**src/hdl/assert_macros.svh**
```systemverilog
// assertion helpers shared by the rtl
`ifndef ASSERT_MACROS_SVH
`define ASSERT_MACROS_SVH

`ifndef NO_ASSERTIONS

// property must hold at every clock edge out of reset
`define ASSERT_HOLDS(lbl, clk, rst_n, prop, msg) \
  lbl: assert property (@(posedge clk) disable iff (!rst_n) prop) else $error(msg);

// expression must never be true out of reset
`define ASSERT_NEVER(lbl, clk, rst_n, expr, msg) \
  lbl: assert property (@(posedge clk) disable iff (!rst_n) !(expr)) else $error(msg);

`else

`define ASSERT_HOLDS(lbl, clk, rst_n, prop, msg)
`define ASSERT_NEVER(lbl, clk, rst_n, expr, msg)

`endif

`endif

```
**src/hdl/dlr_pkg.sv**
```systemverilog
`timescale 1ns / 1ps

package dlr_pkg;

  localparam int COORD_BITS = 10;
  localparam int FRAC_BITS  = 16;

  // accumulator: sign, COORD_BITS+1 integer bits less sign, FRAC_BITS fraction
  localparam int POS_W = COORD_BITS + FRAC_BITS + 1;
  // increment: signed Q1.FRAC_BITS
  localparam int INC_W = FRAC_BITS + 2;
  // quotient magnitude, at most 1.0
  localparam int QUO_W = FRAC_BITS + 1;
  // dividend |d| << FRAC_BITS
  localparam int DVD_W = COORD_BITS + FRAC_BITS;
  localparam int CNT_W = $clog2(DVD_W);
  localparam int RND_W = POS_W + 1;

  typedef enum logic [1:0] {
    ST_READY,
    ST_DIV_X,
    ST_DIV_Y
  } seq_state_t;

  typedef enum logic {
    REQ_LINE    = 1'b0,
    REQ_ADVANCE = 1'b1
  } req_type_t;

  // round half up, then clamp into the coordinate range
  function automatic logic [COORD_BITS-1:0] round_coord(input logic [POS_W-1:0] pos);
    logic [RND_W-1:0] r;
    logic [COORD_BITS-1:0] v;
    r = {pos[POS_W-1], pos} + (RND_W'(1) << (FRAC_BITS - 1));
    if (r[RND_W-1]) begin
      v = '0;
    end else if (r[RND_W-2]) begin
      v = '1;
    end else begin
      v = r[FRAC_BITS+COORD_BITS-1:FRAC_BITS];
    end
    return v;
  endfunction

endpackage

```
**src/hdl/dda_line_rasterizer_top.sv**
```systemverilog
`timescale 1ns / 1ps

// channel   direction  handshake            payload
// in_       input      in_valid / in_stall  req_type, start_x, start_y, end_x, end_y
// out_      output     out_valid / out_stall point_x, point_y, last_point
//
// a new-line transaction puts its start point in the output register on the next cycle
// and, unless it is zero length, in_stall then stays high while one shared restoring
// divider finds the x then the y increment
// an advance is taken every cycle unless stalled and gives its point on the next cycle
// rst_n is synchronous and active low; after it the block is idle with no line
// a stalled output register holds its point and also holds off the input side

module dda_line_rasterizer_top
  import dlr_pkg::*;
(
  input  logic                  clk,
  input  logic                  rst_n,
  input  logic                  in_valid,
  output logic                  in_stall,
  input  logic                  in_req_type,
  input  logic [COORD_BITS-1:0] in_start_x,
  input  logic [COORD_BITS-1:0] in_start_y,
  input  logic [COORD_BITS-1:0] in_end_x,
  input  logic [COORD_BITS-1:0] in_end_y,
  output logic                  out_valid,
  input  logic                  out_stall,
  output logic [COORD_BITS-1:0] out_point_x,
  output logic [COORD_BITS-1:0] out_point_y,
  output logic                  out_last_point
);

  `include "assert_macros.svh"

  // sequencer
  seq_state_t state_r, state_nxt;

  // line state
  logic                  line_busy_r, line_busy_nxt;
  logic [POS_W-1:0]      pos_x_r, pos_x_nxt;
  logic [POS_W-1:0]      pos_y_r, pos_y_nxt;
  logic [INC_W-1:0]      inc_x_r, inc_x_nxt;
  logic [INC_W-1:0]      inc_y_r, inc_y_nxt;
  logic [COORD_BITS-1:0] steps_left_r, steps_left_nxt;

  // divider operands and working registers
  logic [COORD_BITS-1:0] steps_r, steps_nxt;
  logic [COORD_BITS-1:0] ay_r, ay_nxt;
  logic                  neg_x_r, neg_x_nxt;
  logic                  neg_y_r, neg_y_nxt;
  logic [DVD_W-1:0]      dvd_r, dvd_nxt;
  logic [COORD_BITS-1:0] rem_r, rem_nxt;
  logic [CNT_W-1:0]      cnt_r, cnt_nxt;

  // output register
  logic                  out_valid_r, out_valid_nxt;
  logic [COORD_BITS-1:0] out_x_r, out_x_nxt;
  logic [COORD_BITS-1:0] out_y_r, out_y_nxt;
  logic                  out_last_r, out_last_nxt;

  logic                  in_accept;
  logic                  out_free;
  logic                  div_active;

  // new-line set-up
  logic                  dx_neg, dy_neg;
  logic [COORD_BITS-1:0] ax, ay, steps;

  // shared divider step
  logic [COORD_BITS:0]   trial;
  logic [COORD_BITS+1:0] diff;
  logic                  q_bit;
  logic [COORD_BITS-1:0] rem_step;
  logic [DVD_W-1:0]      dvd_step;
  logic [QUO_W-1:0]      quot;
  logic [INC_W-1:0]      inc_signed;

  // advance
  logic [POS_W-1:0]      adv_x, adv_y;
  logic [COORD_BITS-1:0] adv_steps;

  // output slot is free when empty or drained in this cycle
  assign out_free  = !out_valid_r || !out_stall;
  assign in_accept = in_valid && !in_stall;

  // endpoint differences and major-axis length
  assign dx_neg = in_end_x < in_start_x;
  assign dy_neg = in_end_y < in_start_y;
  assign ax     = dx_neg ? (in_start_x - in_end_x) : (in_end_x - in_start_x);
  assign ay     = dy_neg ? (in_start_y - in_end_y) : (in_end_y - in_start_y);
  assign steps  = (ax > ay) ? ax : ay;

  // one restoring step: shift in the next dividend bit, try to subtract the divisor
  assign trial    = {rem_r, dvd_r[DVD_W-1]};
  assign diff     = {1'b0, trial} - {2'b00, steps_r};
  assign q_bit    = !diff[COORD_BITS+1];
  assign rem_step = q_bit ? diff[COORD_BITS-1:0] : trial[COORD_BITS-1:0];
  assign dvd_step = {dvd_r[DVD_W-2:0], q_bit};
  // quotient never exceeds 1.0, so only the low bits matter
  assign quot     = dvd_step[QUO_W-1:0];

  always_comb begin
    if ((state_r == ST_DIV_X) ? neg_x_r : neg_y_r) begin
      inc_signed = INC_W'(0) - INC_W'({1'b0, quot});
    end else begin
      inc_signed = INC_W'({1'b0, quot});
    end
  end

  // accumulator update for an advance
  assign adv_x     = pos_x_r + {{(POS_W-INC_W){inc_x_r[INC_W-1]}}, inc_x_r};
  assign adv_y     = pos_y_r + {{(POS_W-INC_W){inc_y_r[INC_W-1]}}, inc_y_r};
  assign adv_steps = steps_left_r - COORD_BITS'(1);

  // next state
  always_comb begin
    state_nxt = state_r;
    case (state_r)
      ST_READY: begin
        if (in_accept && (in_req_type == REQ_LINE) && (steps != '0)) begin
          state_nxt = ST_DIV_X;
        end
      end
      ST_DIV_X: begin
        if (cnt_r == '0) begin
          state_nxt = ST_DIV_Y;
        end
      end
      ST_DIV_Y: begin
        if (cnt_r == '0) begin
          state_nxt = ST_READY;
        end
      end
      default: state_nxt = ST_READY;
    endcase
  end

  // sequencer outputs
  always_comb begin
    div_active = 1'b0;
    case (state_r)
      ST_READY: div_active = 1'b0;
      ST_DIV_X: div_active = 1'b1;
      ST_DIV_Y: div_active = 1'b1;
      default:  div_active = 1'b0;
    endcase
    in_stall = div_active || !out_free;
  end

  // datapath next values
  always_comb begin
    line_busy_nxt  = line_busy_r;
    pos_x_nxt      = pos_x_r;
    pos_y_nxt      = pos_y_r;
    inc_x_nxt      = inc_x_r;
    inc_y_nxt      = inc_y_r;
    steps_left_nxt = steps_left_r;
    steps_nxt      = steps_r;
    ay_nxt         = ay_r;
    neg_x_nxt      = neg_x_r;
    neg_y_nxt      = neg_y_r;
    dvd_nxt        = dvd_r;
    rem_nxt        = rem_r;
    cnt_nxt        = cnt_r;
    out_valid_nxt  = out_valid_r && out_stall;
    out_x_nxt      = out_x_r;
    out_y_nxt      = out_y_r;
    out_last_nxt   = out_last_r;

    if (div_active) begin
      dvd_nxt = dvd_step;
      rem_nxt = rem_step;
      cnt_nxt = cnt_r - CNT_W'(1);
      if (cnt_r == '0) begin
        if (state_r == ST_DIV_X) begin
          inc_x_nxt = inc_signed;
          // reload the divider with the y magnitude
          dvd_nxt   = {ay_r, {FRAC_BITS{1'b0}}};
          rem_nxt   = '0;
          cnt_nxt   = CNT_W'(DVD_W - 1);
        end else begin
          inc_y_nxt = inc_signed;
        end
      end
    end else if (in_accept) begin
      if (in_req_type == REQ_LINE) begin
        // start point goes out at once; a zero-length line ends here
        pos_x_nxt      = {1'b0, in_start_x, {FRAC_BITS{1'b0}}};
        pos_y_nxt      = {1'b0, in_start_y, {FRAC_BITS{1'b0}}};
        inc_x_nxt      = '0;
        inc_y_nxt      = '0;
        steps_left_nxt = steps;
        line_busy_nxt  = steps != '0;
        steps_nxt      = steps;
        ay_nxt         = ay;
        neg_x_nxt      = dx_neg;
        neg_y_nxt      = dy_neg;
        dvd_nxt        = {ax, {FRAC_BITS{1'b0}}};
        rem_nxt        = '0;
        cnt_nxt        = CNT_W'(DVD_W - 1);
        out_valid_nxt  = 1'b1;
        out_x_nxt      = in_start_x;
        out_y_nxt      = in_start_y;
        out_last_nxt   = steps == '0;
      end else if (line_busy_r) begin
        pos_x_nxt      = adv_x;
        pos_y_nxt      = adv_y;
        steps_left_nxt = adv_steps;
        line_busy_nxt  = adv_steps != '0;
        out_valid_nxt  = 1'b1;
        out_x_nxt      = round_coord(adv_x);
        out_y_nxt      = round_coord(adv_y);
        out_last_nxt   = adv_steps == '0;
      end
      // an advance with no line in progress is simply dropped
    end
  end

  always_ff @(posedge clk) begin
    if (!rst_n) begin
      state_r      <= ST_READY;
      line_busy_r  <= 1'b0;
      out_valid_r  <= 1'b0;
      pos_x_r      <= '0;
      pos_y_r      <= '0;
      inc_x_r      <= '0;
      inc_y_r      <= '0;
      steps_left_r <= '0;
    end else begin
      state_r      <= state_nxt;
      line_busy_r  <= line_busy_nxt;
      out_valid_r  <= out_valid_nxt;
      pos_x_r      <= pos_x_nxt;
      pos_y_r      <= pos_y_nxt;
      inc_x_r      <= inc_x_nxt;
      inc_y_r      <= inc_y_nxt;
      steps_left_r <= steps_left_nxt;
    end
  end

  // payload and divider working registers need no reset
  always_ff @(posedge clk) begin
    steps_r    <= steps_nxt;
    ay_r       <= ay_nxt;
    neg_x_r    <= neg_x_nxt;
    neg_y_r    <= neg_y_nxt;
    dvd_r      <= dvd_nxt;
    rem_r      <= rem_nxt;
    cnt_r      <= cnt_nxt;
    out_x_r    <= out_x_nxt;
    out_y_r    <= out_y_nxt;
    out_last_r <= out_last_nxt;
  end

  assign out_valid      = out_valid_r;
  assign out_point_x    = out_x_r;
  assign out_point_y    = out_y_r;
  assign out_last_point = out_last_r;

  // no transaction may slip in while the divider is busy
  `ASSERT_NEVER(a_no_accept_in_div, clk, rst_n, div_active && in_accept, "input taken during division")
  // a fresh result only follows an accepted transaction
  `ASSERT_HOLDS(a_out_from_accept, clk, rst_n, $rose(out_valid_r) |-> $past(in_accept), "result without transaction")
  // x division hands over to y division
  `ASSERT_HOLDS(a_div_x_to_y, clk, rst_n, (state_r == ST_DIV_X && cnt_r == '0) |=> (state_r == ST_DIV_Y), "divider sequence broken")
  // a live line always has points left
  `ASSERT_NEVER(a_busy_has_steps, clk, rst_n, line_busy_r && (steps_left_r == '0), "live line with no steps left")

endmodule
```
**config.mk**
```make
export PLATFORM = sky130hd
export DESIGN_NAME = dda_line_rasterizer_top
export DESIGN_NICKNAME = d
export VERILOG_FILES = /design/src/hdl/dlr_pkg.sv /design/src/hdl/dda_line_rasterizer_top.sv
export VERILOG_INCLUDE_DIRS = /design/src /design/src/hdl
export SDC_FILE = /design/constraint.sdc
export NUM_CORES = 1
export LEC_CHECK = 0
export BUFFER_PORTS_ARGS = -buffer_cell sky130_fd_sc_hd__buf_2
export CORE_MARGIN = 2
export CORE_UTILIZATION = 30
export CTS_CLUSTER_SIZE = 40
export DETAILED_ROUTE_END_ITERATION = 8
export GPL_TIMING_DRIVEN = 0
export MAX_ROUTING_LAYER = met4
export PLACE_DENSITY = 0.44
export SYNTH_ARGS = -nofsm -noshare
export SYNTH_HDL_FRONTEND = slang
export SYNTH_SLANG_ARGS = --single-unit
```
**constraint.sdc**
```tcl
create_clock -name clk -period 12.2 [get_ports clk]
set_input_delay 3.66 -clock clk [delete_from_list [all_inputs] [get_ports clk]]
set_output_delay 3.66 -clock clk [all_outputs]
set_load 0.005 [all_outputs]
```
Yosys cells after proc, flatten, opt, wreduce, memory -nomap -nowiden:

Cells that the tools add are included.

* bits of input ports: 45
* word-level logic and storage cells: 127
* register bits: 188

* magnitude comparators: 3
* add/sub/neg operators: 12
* equality and inequality tests: 10
* reduce and logical (&&, ||, !) cells: 26
* bitwise operators: 2
* muxes and demuxes: 56

Operator list (number)
* $mux 10: 19
* $mux 18: 9
* $mux 26: 5
* $mux 27: 4
* $add 27x17->28 const B: 2
* $add 27x27->27: 2
* $sub 10x10->10: 4
* $mux 5: 5
* $logic_not 10->1: 2
* $lt 10x10->1: 2
* $reduce_bool 10->1: 2
* $sub 1x17->18 const A: 1
* $sub 11x10->12: 1
* $gt 10x10->1: 1
* $mux 1: 10
* $ne 2x1->1 const B: 5
* $sub 10x1->10 const B: 1
* $reduce_and 3->1: 3
* $reduce_and 4->1: 2
* $mux 2: 3
* $ne 2x2->1 const B: 3
* $pmux 2 s3: 1
* $logic_not 1->1: 5
* $logic_not 5->1: 1
* other kinds (10): 16

Logic depth before layout (Yosys ltp):

Gate-level depths: netlist (run 1).

* depth in word-level cells: 10
* depth in mapped cells: 23
* mapped depth without buffers: 22

Worst setup path after synthesis (run 1):

Ideal clock, no wire load.

* kind: input to register
* start: in in_start_y[0]
* end: reg state_r[1]
* path buffers: 0
* stages: 22
* data arrival time: 7857 ps
* setup slack: 4240 ps
* setup time: 103 ps
* cells stage by stage: inv_1 > ha_1 > inv_1 > fa_1 > a21o_1 > a21o_1 > a221o_1 > a2111o_1 > a221oi_2 > xnor2_1 > inv_1 > ha_1 > a21o_1 > a211oi_1 > o21ai_0 > a21oi_1 > nor3_1 > nor2b_1 > nor4bb_1 > a32oi_1 > and2_4 > a2111oi_2

* longest elaborated chain between the ends: 8
* elaborated cells between the ends (all ways): 10

RTL lines
* start: declaration: RTL line dda_line_rasterizer_top.sv:23 `input logic [COORD_BITS-1:0] in_start_y,`
* $sub 10x10->10 or $lt 10x10->1 (tied branches): RTL line dda_line_rasterizer_top.sv:90, dda_line_rasterizer_top.sv:88
* $mux 10 *: RTL line dda_line_rasterizer_top.sv:90 `assign ay = dy_neg ? (in_start_y - in_end_y) : (in_end_y - in_start_y);`
* named net ay[8]: RTL line dda_line_rasterizer_top.sv:67 `logic [COORD_BITS-1:0] ax, ay, steps;`
* $gt 10x10->1: RTL line dda_line_rasterizer_top.sv:91 `assign steps = (ax > ay) ? ax : ay;`
* $mux 10 *: RTL line dda_line_rasterizer_top.sv:91
* $reduce_bool 10->1 *: RTL line dda_line_rasterizer_top.sv:120 `if (in_accept && (in_req_type == REQ_LINE) && (steps != '0)) begin`
* $logic_and 1x1->1 *: RTL line dda_line_rasterizer_top.sv:120
* $ne 2x2->1 (no line) *
* $reduce_and 3->1 (no line) *
* end signal: assignment: RTL line dda_line_rasterizer_top.sv:230 `state_r <= state_nxt;`
* end: declaration: RTL line dda_line_rasterizer_top.sv:36 `seq_state_t state_r, state_nxt;`

The timed path passes the listed nets; every way through them passes the cells marked *.
A chain may end at the register's enable or synchronous reset.

Worst setup path in the final report (run 1):

* start: in in_start_y[0]
* end: reg steps_left_r[6]

* longest elaborated chain between the ends: 5
* elaborated cells between the ends (all ways): 7

RTL lines
* $sub 10x10->10 or $lt 10x10->1 (tied branches): RTL line dda_line_rasterizer_top.sv:90, dda_line_rasterizer_top.sv:88
* $mux 10 *: RTL line dda_line_rasterizer_top.sv:90
* named net ay[8]: RTL line dda_line_rasterizer_top.sv:67
* $gt 10x10->1 *: RTL line dda_line_rasterizer_top.sv:91
* $mux 10 *: RTL line dda_line_rasterizer_top.sv:91
* named net steps[6]: RTL line dda_line_rasterizer_top.sv:67
* $mux 10 *: RTL line dda_line_rasterizer_top.sv:186 `if (in_req_type == REQ_LINE) begin`
* end signal: assignment: RTL line dda_line_rasterizer_top.sv:237 `steps_left_r <= steps_left_nxt;`
* end: declaration: RTL line dda_line_rasterizer_top.sv:44 `logic [COORD_BITS-1:0] steps_left_r, steps_left_nxt;`

Marked as above.

==> impl_metrics.csv, run 1 <==
group,metric,value,unit
worst_setup_path,endpoint,"steps_left_r[6]",
global_route,grt_pass1_wl,74500,um
timing,rsz0062_at_grt,"no",
cts,cts_resized,0,
worst_setup_path,crit_path_max_incr_delay,0.62,ns
logic_synthesis,ys_seq_area_share,32.6,%
worst_setup_path,worstPathArrival,8.98,ns
timing,tightest_slew,1.06,ns
worst_setup_path,cp-start-kind,"input pin",
power_and_ir_drop,peakVddDrop,0.0806,mV
finish,layout-drive-gt1-share,8.62,%
routing,viasPerCell,5.40,
routing,wl,48500,um
logic_synthesis,synth_cells,1666,
power_and_ir_drop,finalPower,1.89,mW
timing,fin_setup_tns,0,ns
timing,relSlewSlack,28.4,%
cts,cts_num_sinks,188,
floorplanning,pin_count,68,
run,drv_cap,0,
finish,final_nets,1923,
worst_setup_path,path_class,"in -> reg",
cts,clockBufferDepth,2,
worst_setup_path,worstPathRequired,12.64,ns
logic_synthesis,synthArstFlopShare,0,%
logic_synthesis,ys_ff_latch,188,
floorplanning,die-area,48800,sq um
global_route,grt_pass1_vias,12500,
placed_design,place_congestion,0.913,
worst_setup_path,worstPathCellList,"buf_2, inv_1, ha_1, inv_1, fa_1, a21o_1, a21o_1, a221o_1, a2111o_1, a221oi_2, xnor2_1, inv_1, ha_1, a21o_1, a211oi_1, o21ai_0, a21oi_1, nor3_1, clkbuf_1, mux2i_1, nand2_1, o21ai_0, a22oi_1, nor2_1",
logic_synthesis,synth.distinct_cells,92,
min_path,hp-class,"reg -> reg",
cts,cts_root_buffer,"clkbuf_16",
logic_synthesis,yosys.area.top_type,"edfxtp_1",
timing,fmax,0.117,GHz
cts,cts_tree,"done",
logic_synthesis,yosysWarnings,0,
floorplanning,die_w,221,um
finish,fillers,4933,
cts,clock_latency,0.51,ns
global_route,antenna_found_initial,2,
placed_design,io_buffers,66,
finish,synthToLayoutAreaGrowth,11.9,%
timing,finalHoldViolCount,0,
floorplanning,row_count,79,
logic_synthesis,synth-edff-count,84,
routing,ant_nets,0,
logic_synthesis,yosys.area.top_type_share,17.9,%
power_and_ir_drop,p_leak,6.64,nW
routing,avgRoutedWirePerCell,20.4,um
floorplanning,start_util,30.4,%
outcome,run_status,"finished clean",
power_and_ir_drop,p_per_area,120,nW/um^2
cts,hold_buffers,0,
worst_setup_path,rr_worst_depth,19,
finish,utilization,34.0,%
routing,dr.pass1.iters,5,
global_route,track_usage,20.4,%
global_route,grt_max_degree,41,
logic_synthesis,syn_area,14100,sq um
worst_setup_path,timing.rr.start,"rem_r[0]",
timing,slew_violations,0,
logic_synthesis,synth_ff_type,"dfxtp_1",
routing,drtIter0Drc,860,
logic_synthesis,synth.area.top_cells,"edfxtp_1 18%, dfxtp_1 15%, ha_1 11%",
routing,drc,0,
logic_synthesis,synth_nets,1837,
worst_setup_path,r2r-end,"inc_x_r[14]",
timing,layout_worst_path_cycle_share,70.0,%
routing,vias,12800,
logic_synthesis,avgSynthCellArea,8.47,sq um
cts,cts_setup_buffers,0,
worst_setup_path,rrSetupSlack,6.74,ns
placed_design,hpwl,38000,um
worst_setup_path,cp-startpoint,"in_start_y[0]",
cts,cts_inserted_buffers,17,
global_route,grt-ovfl-total,0,
cts,clk_pin_slew,0.08,ns
timing,whs,0.461,ns
worst_setup_path,endpoint_kind,"flip-flop",
floorplanning,coreArea,46500,sq um
timing,fin_skew,0.0207,ns
timing,setup_violations,0,
timing,post-route-min-period,8.54,ns
worst_setup_path,critPathMaxFanout,10,
cts,h-tree-depth,4,
worst_setup_path,crit_path_top_delay_cell,"nor3_1",
floorplanning,die_h,221,um
[cells in the final DEF, fill, tap and decap left out, types with 23 or more instances in the layout]
| master | count |
|---|---|
| a21o_1 | 39 |
| a21oi_1 | 138 |
| a22oi_1 | 35 |
| a31oi_1 | 29 |
| and2_1 | 23 |
| and3_1 | 31 |
| buf_2 | 71 |
| clkbuf_1 | 68 |
| dfxtp_1 | 104 |
| edfxtp_1 | 84 |
| ha_1 | 119 |
| inv_1 | 106 |
| mux2i_1 | 24 |
| nand2_1 | 159 |
| nand3_1 | 30 |
| nor2_1 | 142 |
| nor3_1 | 27 |
| o21ai_0 | 96 |
| xnor2_1 | 44 |
| xor2_1 | 37 |
[power by group]
group          internal (mW)  leakage, nW  switching (mW)
clock                  0.290        0.280           0.281
combinational          0.200         4.72           0.367
sequential             0.721         1.64          0.0289
[synth_stat cells, types with 27 or more instances]
master / instances
nand2_1: 159
nor2_1: 142
a21oi_1: 138
ha_1: 119
inv_1: 106
dfxtp_1: 104
o21ai_0: 96
edfxtp_1: 84
clkbuf_1: 67
xnor2_1: 44
a21o_1: 39
xor2_1: 37
a22oi_1: 35
and3_1: 31
nand3_1: 30
a31oi_1: 29
nor3_1: 27
[registers in the layout, summed over array words and instances, names as in the netlist, 18 cells and up]
name,cells
dvd_r,26
inc_x_r,18
inc_y_r,18
pos_x_r,27
pos_y_r,27
[layout make-up]
cell class	instances	area [sq um]	share of cell area, %
clock buffers	23	500	3.17
diodes	2	5.00	0.0317
inverters	108	405	2.57
multi-input cells	1294	8800	55.8
repair buffers	67	350	2.22
clock inverters	8	58.8	0.373
flip-flops and latches	188	4600	29.2
plain buffers	76	295	1.87
well taps	607	759	4.81
[metal layers]
layer	wire length, um	part of all wire, %	GRT usage, %
met3	1750	3.6	3.29
met1	22800	47	26.1
met2	22700	47	32.9
met4	1250	2.6	6.78
met5	0	0	-
[critical path: cells and delay by family]
kind	cells	cell delay, ns
simple gates	3	0.84
xor+xnor	1	0.26
mux	1	0.44
buf+inv	5	0.83
compound gates	11	2.04
fa+ha+maj	3	0.91
[stage by stage]
step	cells	instance area, sq um	worst slack (ns)
finish	2373	15800	3.66
global route	2373	15800	3.34
CTS	2371	15800	3.70
detailed placement	2340	15200	3.19
global placement	2339	15200	3.19
floorplan	1666	14100	4.24
[logic make-up (layout without fill, tap and decap cells)]
group | after synthesis | after routing | synth area share, %
AND/OR/NAND/NOR | 529 | 529 | 18.4
AO/OA/AOI/OAI | 527 | 527 | 25.2
flip-flops | 188 | 188 | 32.6
buffers and inverters | 184 | 282 | 4.95
adder cells (fa/ha/maj) | 126 | 126 | 11.6
XOR/XNOR | 81 | 81 | 5.03
multiplexers | 31 | 31 | 2.26
other | 0 | 2 | 0
[worst min-delay path by stage]
stage | startpoint | endpoint | slack (ns) | depth (start not counted)
after floorplan | inc_x_r[0] | inc_x_r[0] | 0.44 | 2
after global placement | pos_x_r[7] | pos_x_r[7] | 0.44 | 2
after detailed placement | pos_x_r[7] | pos_x_r[7] | 0.46 | 2
after CTS | pos_y_r[2] | pos_y_r[2] | 0.47 | 2
after global routing | inc_x_r[2] | inc_x_r[2] | 0.49 | 2
final | pos_y_r[2] | pos_y_r[2] | 0.46 | 2
No activity file was read; power rests on OpenSTA's default activity.
==> run 2, diff against run 1 <==
--- a/config.mk
+++ b/config.mk
@@ -13,7 +13,7 @@
 export DETAILED_ROUTE_END_ITERATION = 8
 export GPL_TIMING_DRIVEN = 0
 export MAX_ROUTING_LAYER = met4
-export PLACE_DENSITY = 0.44
+export PLACE_DENSITY = 0.45
 export SYNTH_ARGS = -nofsm -noshare
 export SYNTH_HDL_FRONTEND = slang
 export SYNTH_SLANG_ARGS = --single-unit
==> constraint.sdc (replaced) <==
create_clock -name clk -period 7.58 [get_ports clk]
set_input_delay 2.274 -clock clk [delete_from_list [all_inputs] [get_ports clk]]
set_output_delay 2.274 -clock clk [all_outputs]
set_load 0.005 [all_outputs]
==> run 2 against run 1 <==
Net effect:
- sequential share of layout area down 0.11 points
- sequential power up 60%
- cell area up 0.38%
- first-iteration DRC count down 4.2%
- utilization up 0.13 points
- total power up 63%
- clock power up 69%
- combinational power up 59%
- sequential cell count unchanged
- largest cell class unchanged
- count of clock-buffer cells in the layout down 4
- non-clock buffer count unchanged
- worst setup slack worse by 3.2 ns
==> impl_metrics.csv, run 2 (synthesized netlist as in run 1, its figures left out) <==
group,metric,value,unit
routing,avgRoutedWirePerCell,19.7,um
worst_setup_path,critPathMaxFanout,10,
timing,fin_setup_tns,0,ns
global_route,grt_pass1_wl,72600,um
cts,hold_buffers,0,
cts,cts_setup_buffers,0,
floorplanning,coreArea,46500,sq um
worst_setup_path,path_delay_family,"compound AO/OA/AOI/OAI gates",
cts,cts_inserted_buffers,17,
timing,fmax,0.141,GHz
power_and_ir_drop,p_per_area,194,nW/um^2
cts,cts_resized,0,
timing,rsz0062_at_grt,"no",
cts,h-tree-depth,4,
timing,relSlewSlack,33.4,%
global_route,grt.met2_usage,32.9,%
routing,drc,0,
outcome,run_status,"finished clean",
worst_setup_path,endpoint_kind,"flip-flop",
timing,slew_violations,0,
worst_setup_path,crit_buf_inv,4,
timing,finalHoldViolCount,0,
global_route,gr-usage-met1,25.2,%
cts,clk_pin_slew,0.08,ns
worst_setup_path,worstPathArrival,7.48,ns
run,drv_cap,0,
worst_setup_path,path_class,"in -> reg",
worst_setup_path,worstPathCellList,"buf_2, ha_1, inv_1, fa_1, a21o_1, a31o_2, a211oi_4, nor2_4, mux2i_1, xnor2_1, inv_1, ha_1, and3_1, nand3_1, o21ai_0, a21oi_1, nor3_1, clkbuf_1, mux2i_1, nand2_1, o21ai_0, a22oi_1, nor2_1",
cts,clock_latency,0.48,ns
worst_setup_path,worstPathRequired,7.99,ns
global_route,track_usage,19.7,%
placed_design,hpwl,37200,um
global_route,grt-ovfl-total,0,
power_and_ir_drop,p_leak,6.67,nW
worst_setup_path,cp-start-kind,"input pin",
floorplanning,pin_count,68,
timing,post-route-min-period,7.07,ns
floorplanning,die-area,48800,sq um
global_route,antenna_found_initial,5,
routing,dr.pass1.iters,5,
routing,viasPerCell,5.29,
cts,cts_root_buffer,"clkbuf_16",
timing,tightest_slew,0.984,ns
global_route,grt_pass1_vias,12200,
routing,ant_nets,0,
routing,vias,12600,
routing,drtIter0Drc,824,
cts,cts_tree,"done",
finish,reg.largest.list,"pos_x_r x27, pos_y_r x27, dvd_r x26",
global_route,grt_max_degree,43,
timing,setup_violations,0,
finish,fillers,4933,
timing,fin_skew,0.0159,ns
floorplanning,die_w,221,um
floorplanning,die_h,221,um
placed_design,io_buffers,66,
finish,utilization,34.1,%
routing,wl,46700,um
worst_setup_path,crit_path_max_incr_delay,0.58,ns
worst_setup_path,crit_path_top_delay_cell,"nor3_1",
timing,whs,0.459,ns
global_route,grtUsageMet3,2.60,%
placed_design,place_congestion,0.953,
finish,final_common_cell,"nand2_1",
finish,synthToLayoutAreaGrowth,12.3,%
min_path,hp-class,"reg -> reg",
finish,layout-drive-gt1-share,8.90,%
power_and_ir_drop,peakVddDrop,0.163,mV
timing,layout_worst_path_cycle_share,93.2,%
cts,clockBufferDepth,2,
global_route,grt_busiest_layer,"met2",
floorplanning,row_count,79,
floorplanning,start_util,30.4,%
finish,final_nets,1923,
cts,cts_num_sinks,188,
finish,most-common-layout-cells,"159 x nand2_1, 142 x nor2_1, 138 x a21oi_1",
==> run 2: cell type report <==
type                            count  area, sq um  share of cell area [%]
Clock inverter                     13          139                   0.877
Antenna cell                        4         10.0                  0.0632
Multi-Input combinational cell   1294         8800                    55.6
Clock buffer                       19          475                    3.00
Tap cell                          607          759                    4.79
Inverter                          108          405                    2.56
Timing Repair Buffer               67          350                    2.21
Buffer                             76          295                    1.86
Sequential cell                   188         4600                    29.1
==> run 2: metrics by stage <==
stage	instances	instance area, sq um	total power [mW]	worst slack, ns
6_report	2376	15800	3.07	0.512
5_1_grt	2376	15800	3.24	0.121
4_1_cts	2372	15800	3.10	0.535
3_5_place_dp	2340	15200	2.13	0.0553
3_3_place_gp	2339	15200	2.12	0.0319
2_1_floorplan	1666	14100	1.83	1.01
==> run 2: worst register-to-register path: cells and delay by family, from the launching register on <==
family / cells / cell delay (ns)
compound gates: 9 / 2.53
fa+ha+maj: 2 / 0.57
simple gates: 5 / 0.72
buf+inv: 3 / 0.89
flops: 1 / 0.44
==> run 2: path summary, 6_finish.rpt <==
check                start              end  slack [ns]  cells after the start
min reg2reg     inc_x_r[0]       inc_x_r[0]        0.46                      2
max          in_start_x[0]  steps_left_r[6]        0.51                     23
max reg2reg       rem_r[0]      inc_y_r[16]        2.32                     19
min             inc_x_r[0]       inc_x_r[0]        0.46                      2
==> run 2: report_power, final <==
part	total (mW)	switching, mW	internal [mW]
sequential	1.20	0.0443	1.16
combinational	0.901	0.580	0.321
clock	0.969	0.488	0.481
total	3.07	1.11	1.96
==> run 2: metal layers <==
layer / share of wire (%) / up-vias
met5: 0 / -
met4: 1.5 / 0
met3: 3.6 / 34
met2: 48 / 226
met1: 47 / 6023
li1: - / 6284
